===== src/rtl/wfba_pkg.sv =====
// Shared types and codes for the worst-fit block allocator.
package wfba_pkg;

	typedef enum logic [1:0] {
		ST_LOADED  = 2'd0,
		ST_GRANTED = 2'd1,
		ST_NOFIT   = 2'd2
	} status_t;

	typedef enum logic {
		OP_LOAD  = 1'b0,
		OP_ALLOC = 1'b1
	} op_t;

	typedef enum logic [2:0] {
		FS_IDLE,
		FS_SORT,
		FS_SCAN,
		FS_MOVE,
		FS_DONE
	} fsm_t;

	localparam int CountBits = 4;

endpackage


===== src/rtl/wfba_core.sv =====
// Sequencer that sorts, scans and reinserts blocks held in a size memory.
module wfba_core #(
	parameter int NUM_BLOCKS      = 8,
	parameter int SLOTS_PER_BLOCK = 5,
	parameter int SIZE_BITS       = 16
) (
	input  logic                              clk,
	input  logic                              arst_n,
	input  logic                              start,
	input  logic                              is_load,
	input  logic [$clog2(NUM_BLOCKS+1)-1:0]  index_in,
	input  logic [7:0]                        label_in,
	input  logic [SIZE_BITS-1:0]              size_in,
	input  logic [wfba_pkg::CountBits-1:0]    count_cfg,
	input  logic                              cfg_we,
	output logic                              done,
	output wfba_pkg::status_t                 status_o,
	output logic [7:0]                        label_o,
	output logic [2:0]                        slot_o,
	output logic [SIZE_BITS-1:0]              remain_o
);
	import wfba_pkg::*;

	localparam int IW = (NUM_BLOCKS > 1) ? $clog2(NUM_BLOCKS) : 1;
	localparam int PW = $clog2(NUM_BLOCKS + 1);
	localparam logic [SLOTS_PER_BLOCK-1:0] FULL = '1;

	// Size and label memories with registered reads: data follows the address in the next cycle.
	logic [SIZE_BITS-1:0] size_mem [NUM_BLOCKS];
	logic [7:0]           name_mem [NUM_BLOCKS];
	logic [SLOTS_PER_BLOCK-1:0] used_q [NUM_BLOCKS];
	logic [IW-1:0]        order_q [NUM_BLOCKS];
	logic                 sorted_q;

	fsm_t state_q, state_d;
	logic [PW-1:0] n_q, i_q, j_q, p_q;
	logic [SIZE_BITS-1:0] req_q, key_q;
	logic [IW-1:0] blk_q;
	logic [2:0] slot_q;
	logic [1:0] ph_q;   // 0/2 issue read, 1/3 data valid; 2 and 3 are used by sort only
	logic [SIZE_BITS-1:0] rd_size_q;
	logic [7:0] rd_name_q;
	logic [IW-1:0] rd_addr;
	logic wr_en;
	logic [IW-1:0] wr_addr;
	logic [SIZE_BITS-1:0] wr_data;
	status_t st_q;
	logic [PW-1:0] n_eff;
	logic [2:0] free_slot;
	logic [$clog2(SLOTS_PER_BLOCK+1)-1:0] free_ix;

	always_comb begin
		n_eff = PW'(count_cfg);
		if (count_cfg == '0) n_eff = PW'(1);
		if ({1'b0, count_cfg} > (CountBits+1)'(NUM_BLOCKS)) n_eff = PW'(NUM_BLOCKS);
	end

	always_comb begin
		free_ix = '0;
		for (int s = SLOTS_PER_BLOCK - 1; s >= 0; s--)
			if (!used_q[blk_q][s]) free_ix = ($bits(free_ix))'(s);
		free_slot = 3'(free_ix);
	end

	always_ff @(posedge clk) begin
		if (wr_en) size_mem[wr_addr] <= wr_data;
		if (start && is_load && index_in < PW'(NUM_BLOCKS))
			name_mem[index_in[IW-1:0]] <= label_in;
		rd_size_q <= size_mem[rd_addr];
		rd_name_q <= name_mem[rd_addr];
	end

	// Read address: sort reads order[i] then order[j], scan reads order[p], move reads order[p+1].
	always_comb begin
		rd_addr = order_q[p_q[IW-1:0]];
		if (state_q == FS_SORT) rd_addr = order_q[(ph_q == 2'd0) ? i_q[IW-1:0] : j_q[IW-1:0]];
		if (state_q == FS_MOVE) rd_addr = order_q[p_q[IW-1:0] + IW'(1)];
	end

	always_comb begin
		wr_en   = start && is_load && index_in < PW'(NUM_BLOCKS);
		wr_addr = index_in[IW-1:0];
		wr_data = size_in;
		if (state_q == FS_SCAN && ph_q == 2'd1 && rd_size_q >= req_q && used_q[blk_q] != FULL) begin
			wr_en   = 1'b1;
			wr_addr = blk_q;
			wr_data = rd_size_q - req_q;
		end
	end

	always_comb begin
		state_d = state_q;
		case (state_q)
			FS_IDLE: if (start) state_d = is_load ? FS_DONE : (sorted_q ? FS_SCAN : FS_SORT);
			FS_SORT: if (i_q >= n_q) state_d = FS_SCAN;
			FS_SCAN: if (ph_q == 2'd1 && (p_q >= n_q ||
				(rd_size_q >= req_q && used_q[blk_q] != FULL))) state_d =
				(p_q >= n_q) ? FS_DONE : FS_MOVE;
				else if (p_q >= n_q) state_d = FS_DONE;
			FS_MOVE: if (p_q + PW'(1) >= n_q || (ph_q == 2'd1 && !(rd_size_q > key_q)))
				state_d = FS_DONE;
			FS_DONE: state_d = FS_IDLE;
			default: state_d = FS_IDLE;
		endcase
	end

	always_comb begin
		done = state_q == FS_DONE;
	end

	always_ff @(posedge clk or negedge arst_n) begin
		if (!arst_n) begin
			state_q  <= FS_IDLE;
			sorted_q <= 1'b0;
			ph_q     <= '0;
			for (int k = 0; k < NUM_BLOCKS; k++) begin
				order_q[k] <= IW'(k);
				used_q[k]  <= '0;
			end
		end else begin
			state_q <= state_d;
			if (cfg_we || (start && is_load)) begin
				sorted_q <= 1'b0;
				for (int k = 0; k < NUM_BLOCKS; k++) order_q[k] <= IW'(k);
			end
			if (start && is_load && index_in < PW'(NUM_BLOCKS))
				used_q[index_in[IW-1:0]] <= '0;
			case (state_q)
				FS_IDLE: begin
					ph_q <= '0;
					if (start && !is_load) begin
						n_q <= n_eff; req_q <= size_in; p_q <= '0;
						i_q <= PW'(1); j_q <= PW'(1);
					end
				end
				FS_SORT: begin
					// Insertion sort: key holds size of order[j]; compare with order[j-1].
					if (i_q < n_q) begin
						if (ph_q == 2'd0) ph_q <= 2'd1;
						else if (ph_q == 2'd1) begin
							key_q <= rd_size_q; j_q <= j_q - PW'(1); ph_q <= 2'd2;
						end else if (ph_q == 2'd2) ph_q <= 2'd3;
						else begin
							if (key_q > rd_size_q) begin
								order_q[j_q[IW-1:0]] <= order_q[j_q[IW-1:0] + IW'(1)];
								order_q[j_q[IW-1:0] + IW'(1)] <= order_q[j_q[IW-1:0]];
							end
							if (key_q > rd_size_q && j_q != '0) begin
								j_q <= j_q - PW'(1); ph_q <= 2'd2;
							end else begin
								i_q <= i_q + PW'(1); j_q <= i_q + PW'(1); ph_q <= 2'd0;
							end
						end
					end else begin
						sorted_q <= 1'b1; ph_q <= '0;
					end
				end
				FS_SCAN: begin
					if (p_q >= n_q) begin
						st_q <= ST_NOFIT;
					end else if (ph_q == 2'd0) begin
						ph_q <= 2'd1; blk_q <= order_q[p_q[IW-1:0]];
					end else if (rd_size_q >= req_q && used_q[blk_q] != FULL) begin
						used_q[blk_q][free_ix] <= 1'b1;
						slot_q <= free_slot; key_q <= rd_size_q - req_q;
						label_o <= rd_name_q; st_q <= ST_GRANTED; ph_q <= '0;
					end else begin
						p_q <= p_q + PW'(1); ph_q <= 2'd0;
					end
				end
				FS_MOVE: begin
					if (ph_q == 2'd0) ph_q <= 2'd1;
					else begin
						ph_q <= 2'd0;
						if (rd_size_q > key_q && p_q + PW'(1) < n_q) begin
							order_q[p_q[IW-1:0]] <= order_q[p_q[IW-1:0] + IW'(1)];
							order_q[p_q[IW-1:0] + IW'(1)] <= order_q[p_q[IW-1:0]];
							p_q <= p_q + PW'(1);
						end
					end
				end
				FS_DONE: ;
				default: ;
			endcase
			if (state_q == FS_IDLE && start && is_load) st_q <= ST_LOADED;
		end
	end

	always_comb begin
		status_o = st_q;
		slot_o   = (st_q == ST_GRANTED) ? slot_q : 3'd0;
		remain_o = (st_q == ST_GRANTED) ? key_q : '0;
	end

endmodule


===== src/rtl/worst_fit_block_allocator.sv =====
// Top level of the worst-fit block allocator: stream ports and result register.
//  channel | direction | content
//  s_axis  | in        | tdata: operation, block_index, block_label, capacity, request_size
//  m_axis  | out       | tdata: status, chosen_label, chosen_slot, remaining_size
//  cfg     | in        | block_count write
// An allocation reads each list position scanned, each position a block moves back plus the
// compare that stops it, and, on the first allocation after a load or count write, each sort
// comparison plus a fetch of each new key; the single read port of the size memory sets the
// pace. Reset clears the slot masks, restores the identity list order and sets the count to 8.
// A waiting result holds the input side until it is taken.
module worst_fit_block_allocator #(
	parameter int NUM_BLOCKS      = 8,
	parameter int SLOTS_PER_BLOCK = 5,
	parameter int SIZE_BITS       = 16
) (
	input  logic        clk,
	input  logic        arst_n,
	input  logic        s_axis_tvalid,
	output logic        s_axis_tready,
	input  logic [47:0] s_axis_tdata,  // operation, block_index, block_label, capacity, request_size
	output logic        m_axis_tvalid,
	input  logic        m_axis_tready,
	output logic [31:0] m_axis_tdata,  // status, chosen_label, chosen_slot, remaining_size
	input  logic        cfg_we,
	input  logic [wfba_pkg::CountBits-1:0] cfg_wdata
);
	import wfba_pkg::*;

	localparam int PW = $clog2(NUM_BLOCKS + 1);

	logic [CountBits-1:0] count_q;
	logic busy_q, start, done, is_load;
	logic [PW-1:0] idx;
	logic [SIZE_BITS-1:0] size_sel;
	status_t st;
	logic [7:0] lbl;
	logic [2:0] slot;
	logic [SIZE_BITS-1:0] rem;
	logic [31:0] out_q;
	logic ovalid_q;

	assign s_axis_tready = !busy_q && !ovalid_q;
	assign start   = s_axis_tvalid && s_axis_tready;
	assign is_load = s_axis_tdata[0] == OP_LOAD;
	assign idx     = PW'(s_axis_tdata[3:1]);
	assign size_sel = is_load ? SIZE_BITS'(s_axis_tdata[27:12]) : SIZE_BITS'(s_axis_tdata[43:28]);

	wfba_core #(
		.NUM_BLOCKS(NUM_BLOCKS), .SLOTS_PER_BLOCK(SLOTS_PER_BLOCK), .SIZE_BITS(SIZE_BITS)
	) u_core (
		.clk(clk), .arst_n(arst_n), .start(start), .is_load(is_load), .index_in(idx),
		.label_in(s_axis_tdata[11:4]), .size_in(size_sel), .count_cfg(count_q),
		.cfg_we(cfg_we), .done(done), .status_o(st), .label_o(lbl), .slot_o(slot),
		.remain_o(rem)
	);

	always_ff @(posedge clk or negedge arst_n) begin
		if (!arst_n) begin
			count_q  <= CountBits'(8);
			busy_q   <= 1'b0;
			ovalid_q <= 1'b0;
		end else begin
			if (cfg_we) count_q <= cfg_wdata;
			if (start) busy_q <= 1'b1;
			if (done) begin
				busy_q <= 1'b0; ovalid_q <= 1'b1;
			end else if (m_axis_tready) ovalid_q <= 1'b0;
		end
	end

	always_ff @(posedge clk) begin
		if (done)
			out_q <= {3'b0, 16'(rem), slot, (st == ST_GRANTED) ? lbl : 8'd0, st};
	end

	assign m_axis_tvalid = ovalid_q;
	assign m_axis_tdata  = out_q;

endmodule


===== config.mk =====
export PLATFORM = sky130hd
export DESIGN_NAME = worst_fit_block_allocator
export DESIGN_NICKNAME = d
export VERILOG_FILES = /design/src/rtl/wfba_pkg.sv /design/src/rtl/wfba_core.sv /design/src/rtl/worst_fit_block_allocator.sv
export SDC_FILE = /design/constraint.sdc
export NUM_CORES = 1
export LEC_CHECK = 0
export BUFFER_PORTS_ARGS = -buffer_cell sky130_fd_sc_hd__buf_2
export CAP_MARGIN = 20
export CELL_PAD_IN_SITES_DETAIL_PLACEMENT = 0
export CELL_PAD_IN_SITES_GLOBAL_PLACEMENT = 1
export CORE_AREA = 2 2 208 210
export CTS_CLUSTER_DIAMETER = 40
export DETAILED_ROUTE_END_ITERATION = 12
export DIE_AREA = 0 0 210 212
export GPL_TIMING_DRIVEN = 0
export PLACE_DENSITY_LB_ADDON = 0.1
export SETUP_SLACK_MARGIN = 0.5
export SLEW_MARGIN = 10
export SYNTH_ARGS = -nofsm -noshare
export SYNTH_HDL_FRONTEND = slang
export SYNTH_SLANG_ARGS = --single-unit

===== constraint.sdc =====
create_clock -name clk -period 9.72 [get_ports clk]
set_clock_uncertainty 0.15 [all_clocks]
set_input_delay 0.486 -clock clk [delete_from_list [all_inputs] [get_ports clk]]
set_output_delay 0.486 -clock clk [all_outputs]
set_load 0.01 [all_outputs]

* Word-level counts from Yosys, hierarchy flattened
Memory sizes are Yosys's and may differ from the RTL's. A register that Yosys moved wholly into a read port is not among the register bits.
Cells that the tools add are included.
** Operators by class
- Add/sub/neg operators :: 6
- Multipliers :: 0
- Divide/modulo/power cells :: 0
- Magnitude comparators :: 25
- Equal/unequal tests :: 26
- Shift operators :: 0
- Muxes and demuxes :: 122
- Bitwise operators :: 13
- Reduce and logical (&&, ||, !) cells :: 48
** Operator list (count)
- 40-bit two-way mux :: 5
- 24-bit two-way mux :: 8
- 16-bit two-way mux :: 8
- 24-bit bitwise mux :: 4
- 3-bit two-way mux :: 30
- 4-bit two-way mux :: 18
- 24-bit one-hot mux with 2 select lines :: 1
- 3-bit binary-select mux with 3-bit select :: 5
- 40-bit bitwise AND :: 1
- 40-bit NOT :: 1
- 40-bit bitwise OR :: 1
- 3-bit demux with 3-bit select :: 4
- 16-bit > comparator :: 2
- 16-bit one-hot mux with 2 select lines :: 1
- 5-bit demux with 3-bit select :: 2
- 4-bit >= comparator, second input constant :: 7
- 2-bit != test, second input constant :: 14
- 3-bit NOT with 4-bit output :: 7
- 4-bit by 1-bit < comparator with 1-bit output, second input constant :: 6
- 8-bit AND reduction :: 3
- 1-bit logical AND :: 22
- 2-bit two-way mux :: 11
- 5-bit two-way mux :: 4
- 16-bit >= comparator :: 1
- other kinds (39) :: 74
** Word-level totals
- Register bits after elaboration :: 169
- Bits in latches :: 0
- RAM bits :: 192
- ROM bits :: 0
- Input port bits :: 57
- Output and inout port bits :: 34
- Word-level logic and storage cells :: 277
- Memories kept :: 2
** Memories
- u_core.size_mem :: words 8, bits a word 16, read ports 1, clocked after memory_dff 1, wr ports 1, RTL line wfba_core.sv:29 : logic [SIZE_BITS-1:0] size_mem [NUM_BLOCKS];
- u_core.name_mem :: words 8, bits a word 8, read ports 1, clocked after memory_dff 1, wr ports 1, RTL line wfba_core.sv:30 : logic [7:0] name_mem [NUM_BLOCKS];

* Logic depth before layout (Yosys ltp)
- Depth in word-level cells :: 20
- Gate-level depth with buffers :: 14
- Gate-level depth less buffers :: 12

* Cells and area by module
From an unflattened synthesis, not the netlist that was laid out.
** Unflattened totals
- Cell total of the unflattened synthesis :: 1801
- Area, all modules :: 20448.4 sq um
** Modules (own cells, without submodules)
- wfba_core :: times used 1, cells each 1723, area an instance 19013.2 sq um, sequential area each 9934.5 sq um
- worst_fit_block_allocator :: times used 1, cells each 78, area an instance 1435.1 sq um, sequential area each 1022.2 sq um

* Worst setup path after synthesis
Ideal clock, no wire load.
- Path kind :: register -> register
- Start :: register u_core.blk_q[1]
- End :: memory u_core.size_mem[7][0] (enable)
- Library setup time :: 396 ps
- Arrival time :: 3095 ps
- Required time :: 9174 ps
- Path slack :: 6078 ps
- Cell stages (with the launch flop) :: 11
- Path buffers :: 3
- Period minus slack after synthesis :: 3642 ps
- Cell sequence :: edfxtp_1 -> buf_2 -> buf_2 -> nor3_1 -> nand2_1 -> a32oi_1 -> nor2b_1 -> a221oi_2 -> nand3_1 -> buf_4 -> mux2i_1
** On the way
- Cells in the longest elaborated chain, start to end :: 9
- Elaborated cells on any way between the ends :: 10
- Classes of those cells :: 1 x eq/ne; 7 x mux; 1 x bitwise; 1 x reduce/logical
** RTL lines
- from (decl) :: RTL line wfba_core.sv:38 : logic [IW-1:0] blk_q;
- from (signal assigned) :: RTL line wfba_core.sv:162 : ph_q <= 2'd1; blk_q <= order_q[p_q[IW-1:0]];
- 3-bit NOT with 4-bit output (not written as such) :: RTL line wfba_core.sv:84 : if (state_q == FS_SCAN && ph_q == 2'd1 && rd_size_q >= req_q && used_q[blk_q] != FULL) begin
- 5-bit binary-select mux with 3-bit select :: RTL line wfba_core.sv:84
- 5-bit two-way mux (not written as such) (2 in a row) :: RTL line wfba_core.sv:84
- 5-bit != test :: RTL line wfba_core.sv:84
- 1-bit logical AND :: RTL line wfba_core.sv:84
- 1-bit two-way mux :: RTL line wfba_core.sv:84
- 1-bit two-way mux :: RTL line wfba_core.sv:66 : if (wr_en) size_mem[wr_addr] <= wr_data;
- 1-bit two-way mux (not written as such) :: RTL line wfba_core.sv:66
- to (decl) :: RTL line wfba_core.sv:29
Parallel ways exist; a longest one is shown, timed or not. The select of a mux whose other input is x is not followed.

* Final worst setup path
- Start :: register u_core.rd_size_q[0], read port of u_core.size_mem
- End :: memory u_core.size_mem[3][14], data pin
** On the way
- Cells in the longest elaborated chain, start to end :: 4
- Elaborated cells on any way between the ends :: 5
- Classes of those cells :: 1 x add/sub; 1 x order compare; 1 x mux; 2 x reduce/logical
** RTL lines
- from (decl) :: RTL line wfba_core.sv:41 : logic [SIZE_BITS-1:0] rd_size_q;
- 16-bit >= comparator :: RTL line wfba_core.sv:84
- 1-bit logical AND (2 in a row) :: RTL line wfba_core.sv:84
- 16-bit two-way mux * :: RTL line wfba_core.sv:84
- net u_core.wr_data[14] :: RTL line wfba_core.sv:46 : logic [SIZE_BITS-1:0] wr_data;
The timed path passes the listed nets; every way through them passes the cells marked *.

==> results.py <==
metrics = {
    "yosys": {
        "ys_ff_latch": 385,
        "synth_flop_cell": "edfxtp_1",
        "avgSynthCellArea_um2": 11.1,
        "synth_top_cell_by_area": "edfxtp_1",
        "netlist.area_leader.share_pct": 40.9,
        "synth_warnings": 0,
        "synth_edf_count": 285,
        "async_flop_share_pct": 19.7,
        "yosysSeqAreaShare_pct": 52.3,
        "synthTopCellsByArea": "edfxtp_1 (41%), dfrtp_1 (7.5%), nand2_1 (3.9%)",
        "synth_cell_types": 94,
        "syn-cell-area_um2": 20900,
        "synth_cells": 1885,
    },
    "clock_network": {
        "ctsHtreeMaxLevel": 2,
        "clkSinkCount": 385,
        "cts_root_buffer": "clkbuf_16",
        "clock_path_buffers": 3,
        "cts_tree": "built",
        "numCtsBuffers": 59,
        "cts_setup_buffers": 0,
        "clk_latency_ps": 630,
        "clkTransAtPathRegs_ps": 60,
    },
    "drt": {
        "drtPass1Iterations": 8,
        "drtIter0Drc": 1850,
        "ant_nets": 0,
        "vias": 17000,
        "wl_per_cell_um": 25.5,
        "drc": 0,
        "finalWirelength_mm": 67.6,
        "viasPerCell": 6.41,
    },
    "worst_setup_path": {
        "crit_path_max_fanout": 10,
        "worstSetupPathType": "flip-flop to flip-flop",
        "critPathLaunch": "u_core.rd_size_q[0]",
        "cpPeakStageDelay_ps": 860,
        "reg2regPathDepth": 11,
        "ff2ff_setup_slack_ps": 4760,
        "worstSetupStartpointType": "flip-flop",
        "r2r_end": "u_core.size_mem[3][14]",
        "required_ps": 9840,
        "reg2reg_from": "u_core.rd_size_q[0]",
        "worstPathCellList": "inv_1, ha_1, fa_1, nor2b_1, o21ai_0, a31oi_1, o21ai_0, a221oi_2, clkbuf_1, a31oi_1, a41oi_1",
        "cp_slowest_cell": "a41oi_1",
        "crit_end": "u_core.size_mem[3][14]",
        "end_kind": "flip-flop",
        "cp.arrival_ps": 5080,
    },
    "grt": {
        "grt_pass1_wl_mm": 101,
        "grt_max_degree": 56,
        "antenna_found_initial": 0,
        "grt_pass1_vias": 16300,
        "grt_usage_pct": 30.3,
        "grt_remaining_overflow": 0,
    },
    "sta": {
        "hold_viol_final": 0,
        "relSlewSlack_pct": 16.7,
        "final-setup-viol-count": 0,
        "setup_slack_ps": 4760,
        "min_period_over_period_pct": 51.0,
        "fmax_ghz": 0.202,
        "tightest_slew_ps": 1240,
        "fin_crit_ps": 4960,
        "grt_setup_unrepaired": "no",
        "hold_slack_ps": 32.4,
        "timing.setup.tns_ps": 0,
        "slew_violations": 0,
    },
    "power_and_ir_drop": {
        "peakVddDrop_v": 0.000152,
        "p_leak_nw": 9.37,
        "p_per_area_nw_per_um2": 273,
        "power_mw": 6.69,
    },
    "floorplan": {
        "die_h_um": 212,
        "dieArea_um2": 44500,
        "rows": 76,
        "coreArea_um2": 42500,
        "fp.dieW_um": 210,
        "io_pins": 91,
        "initial_core_util_pct": 49.3,
    },
    "place": {
        "globalplace.congestion": 0.966,
        "dp_slack_ps": 4700,
        "port_buffers": 82,
        "post-dp-hpwl_mm": 48.9,
    },
    "outcome": {
        "status": "complete, no violations",
    },
    "finish": {
        "post_route_cells_drive_above_1_share_pct": 17.1,
        "final_nets": 2158,
        "insertedDiodeCount": 0,
        "area_growth_syn_to_layout_pct": 16.8,
    },
    "flow_run": {
        "maxCapViolCount": 0,
    },
    "worst_hold_path": {
        "hold_class": "input pin to flip-flop",
    },
}
==> routing by layer <==
| layer | share of wire, % | vias up | global-route usage [%] |
|---|---|---|---|
| met1 | 43 | 8353 | 42.2 |
| met5 | 0 | - | 0 |
| met4 | 2.4 | 0 | 9.02 |
| met3 | 9.0 | 111 | 5.48 |
| li1 | - | 7664 | - |
| met2 | 46 | 840 | 48.7 |
==> power breakdown <==
| group | switching [mW] | total [mW] | internal, mW |
|---|---|---|---|
| clock network | 0.810 | 2.22 | 1.41 |
| registers | 0.133 | 2.12 | 1.99 |
| logic | 1.57 | 2.35 | 0.778 |
| total | 2.51 | 6.69 | 4.18 |
==> worst min-delay path by stage <==
stage / start / to / cells after the start
2_1_floorplan: arst_n / busy_q / 0
3_3_place_gp: u_core.rd_name_q[3] / u_core.label_o[3] / 0
3_5_place_dp: u_core.rd_name_q[3] / u_core.label_o[3] / 0
4_1_cts: s_axis_tdata[11] / u_core.name_mem[5][7] / 1
5_1_grt: s_axis_tdata[11] / u_core.name_mem[4][7] / 1
6_report: s_axis_tdata[11] / u_core.name_mem[6][7] / 1
==> critical path: cells and delay by family, from the launching register on <==
family	cells	cell delay [ps]
AOI/OAI and AO/OA	6	2480
buffers and inverters	2	720
adders and majority gates	2	720
DFF	1	390
and+or+nand+nor	1	120
==> cell usage after synthesis, drive strengths merged (6+ instances only) <==
| cell | count |
|---|---|
| a21o | 21 |
| buf | 61 |
| nand3 | 33 |
| edfxtp | 285 |
| nor3 | 26 |
| nand2 | 221 |
| and3 | 20 |
| a22oi | 59 |
| inv | 73 |
| a31oi | 19 |
| a21oi | 92 |
| a221oi | 83 |
| a211oi | 14 |
| xnor2 | 12 |
| dfxtp | 24 |
| a32o | 24 |
| o21ai | 123 |
| nor2 | 95 |
| mux4 | 22 |
| a41oi | 13 |
| or3 | 9 |
| mux2i | 78 |
| nand2b | 11 |
| o22ai | 44 |
| a32oi | 6 |
| and2 | 34 |
| a211o | 7 |
| nand4 | 9 |
| a2111oi | 7 |
| ha | 48 |
| dfrtp | 63 |
| mux2 | 31 |
| nor2b | 27 |
| clkbuf | 64 |
| dfstp | 13 |
| xor2 | 9 |
| o211ai | 14 |
==> stage by stage <==
step	instance area, um2	utilization [%]	std cells
final	24500	57.6	2647
after detailed placement	22200	52.3	2522
after global routing	24500	57.6	2647
after floorplan	21000	-	1887
after global placement	22000	51.9	2515
after CTS	24500	57.5	2646
==> repair_timing <==
item,CTS,global route
setup endpoints to repair,0,0
gates resized for setup,0,0
hold endpoints to repair,84,0
hold buffers,14,0
==> cell families (layout without fill, tap and decap cells) <==
logic type	after synthesis	count (layout)	share of synthesized area, %
buf+inv	199	413	4.10
compound gates	589	589	20.3
mux	131	131	7.88
simple gates	510	510	11.5
other cells	1	3	0.0179
fa+ha+maj	49	49	2.96
flops	385	385	52.3
xor+xnor	21	21	1.00
==> state kept, by name, summed over array words and instances, names as in the netlist, 4 cells and up <==
| signal | count |
|---|---|
| u_core.size_mem | 128 |
| u_core.name_mem | 64 |
| u_core.used_q | 40 |
| m_axis_tdata | 29 |
| u_core.order_q | 24 |
| u_core.key_q | 16 |
| u_core.rd_size_q | 16 |
| u_core.req_q | 16 |
| u_core.label_o | 8 |
| u_core.rd_name_q | 8 |
| count_q | 4 |
| u_core.i_q | 4 |
| u_core.j_q | 4 |
| u_core.n_q | 4 |
| u_core.p_q | 4 |
==> area by class of cell <==
cell class	count	area [um2]
Tap cell	546	683
Fill cell	3573	18000
Inverter	74	278
Clock inverter	37	455
Multi-Input combinational cell	1303	9240
Clock buffer	73	1630
Timing Repair Buffer	104	637
Buffer	125	581
Sequential cell	385	11000
==> placed cells by master (no fill, tap or decap), drive strengths merged, types with 34 or more instances in the layout <==
master and n:
mux2i 78, nor2 95, buf 150, and2 34, a221oi 83, a22oi 59
o22ai 44, inv 81, nand2 221, clkbuf 137, a21oi 92, o21ai 123
ha 48, dfrtp 63, edfxtp 285
(Power assumes the default switching activity.)
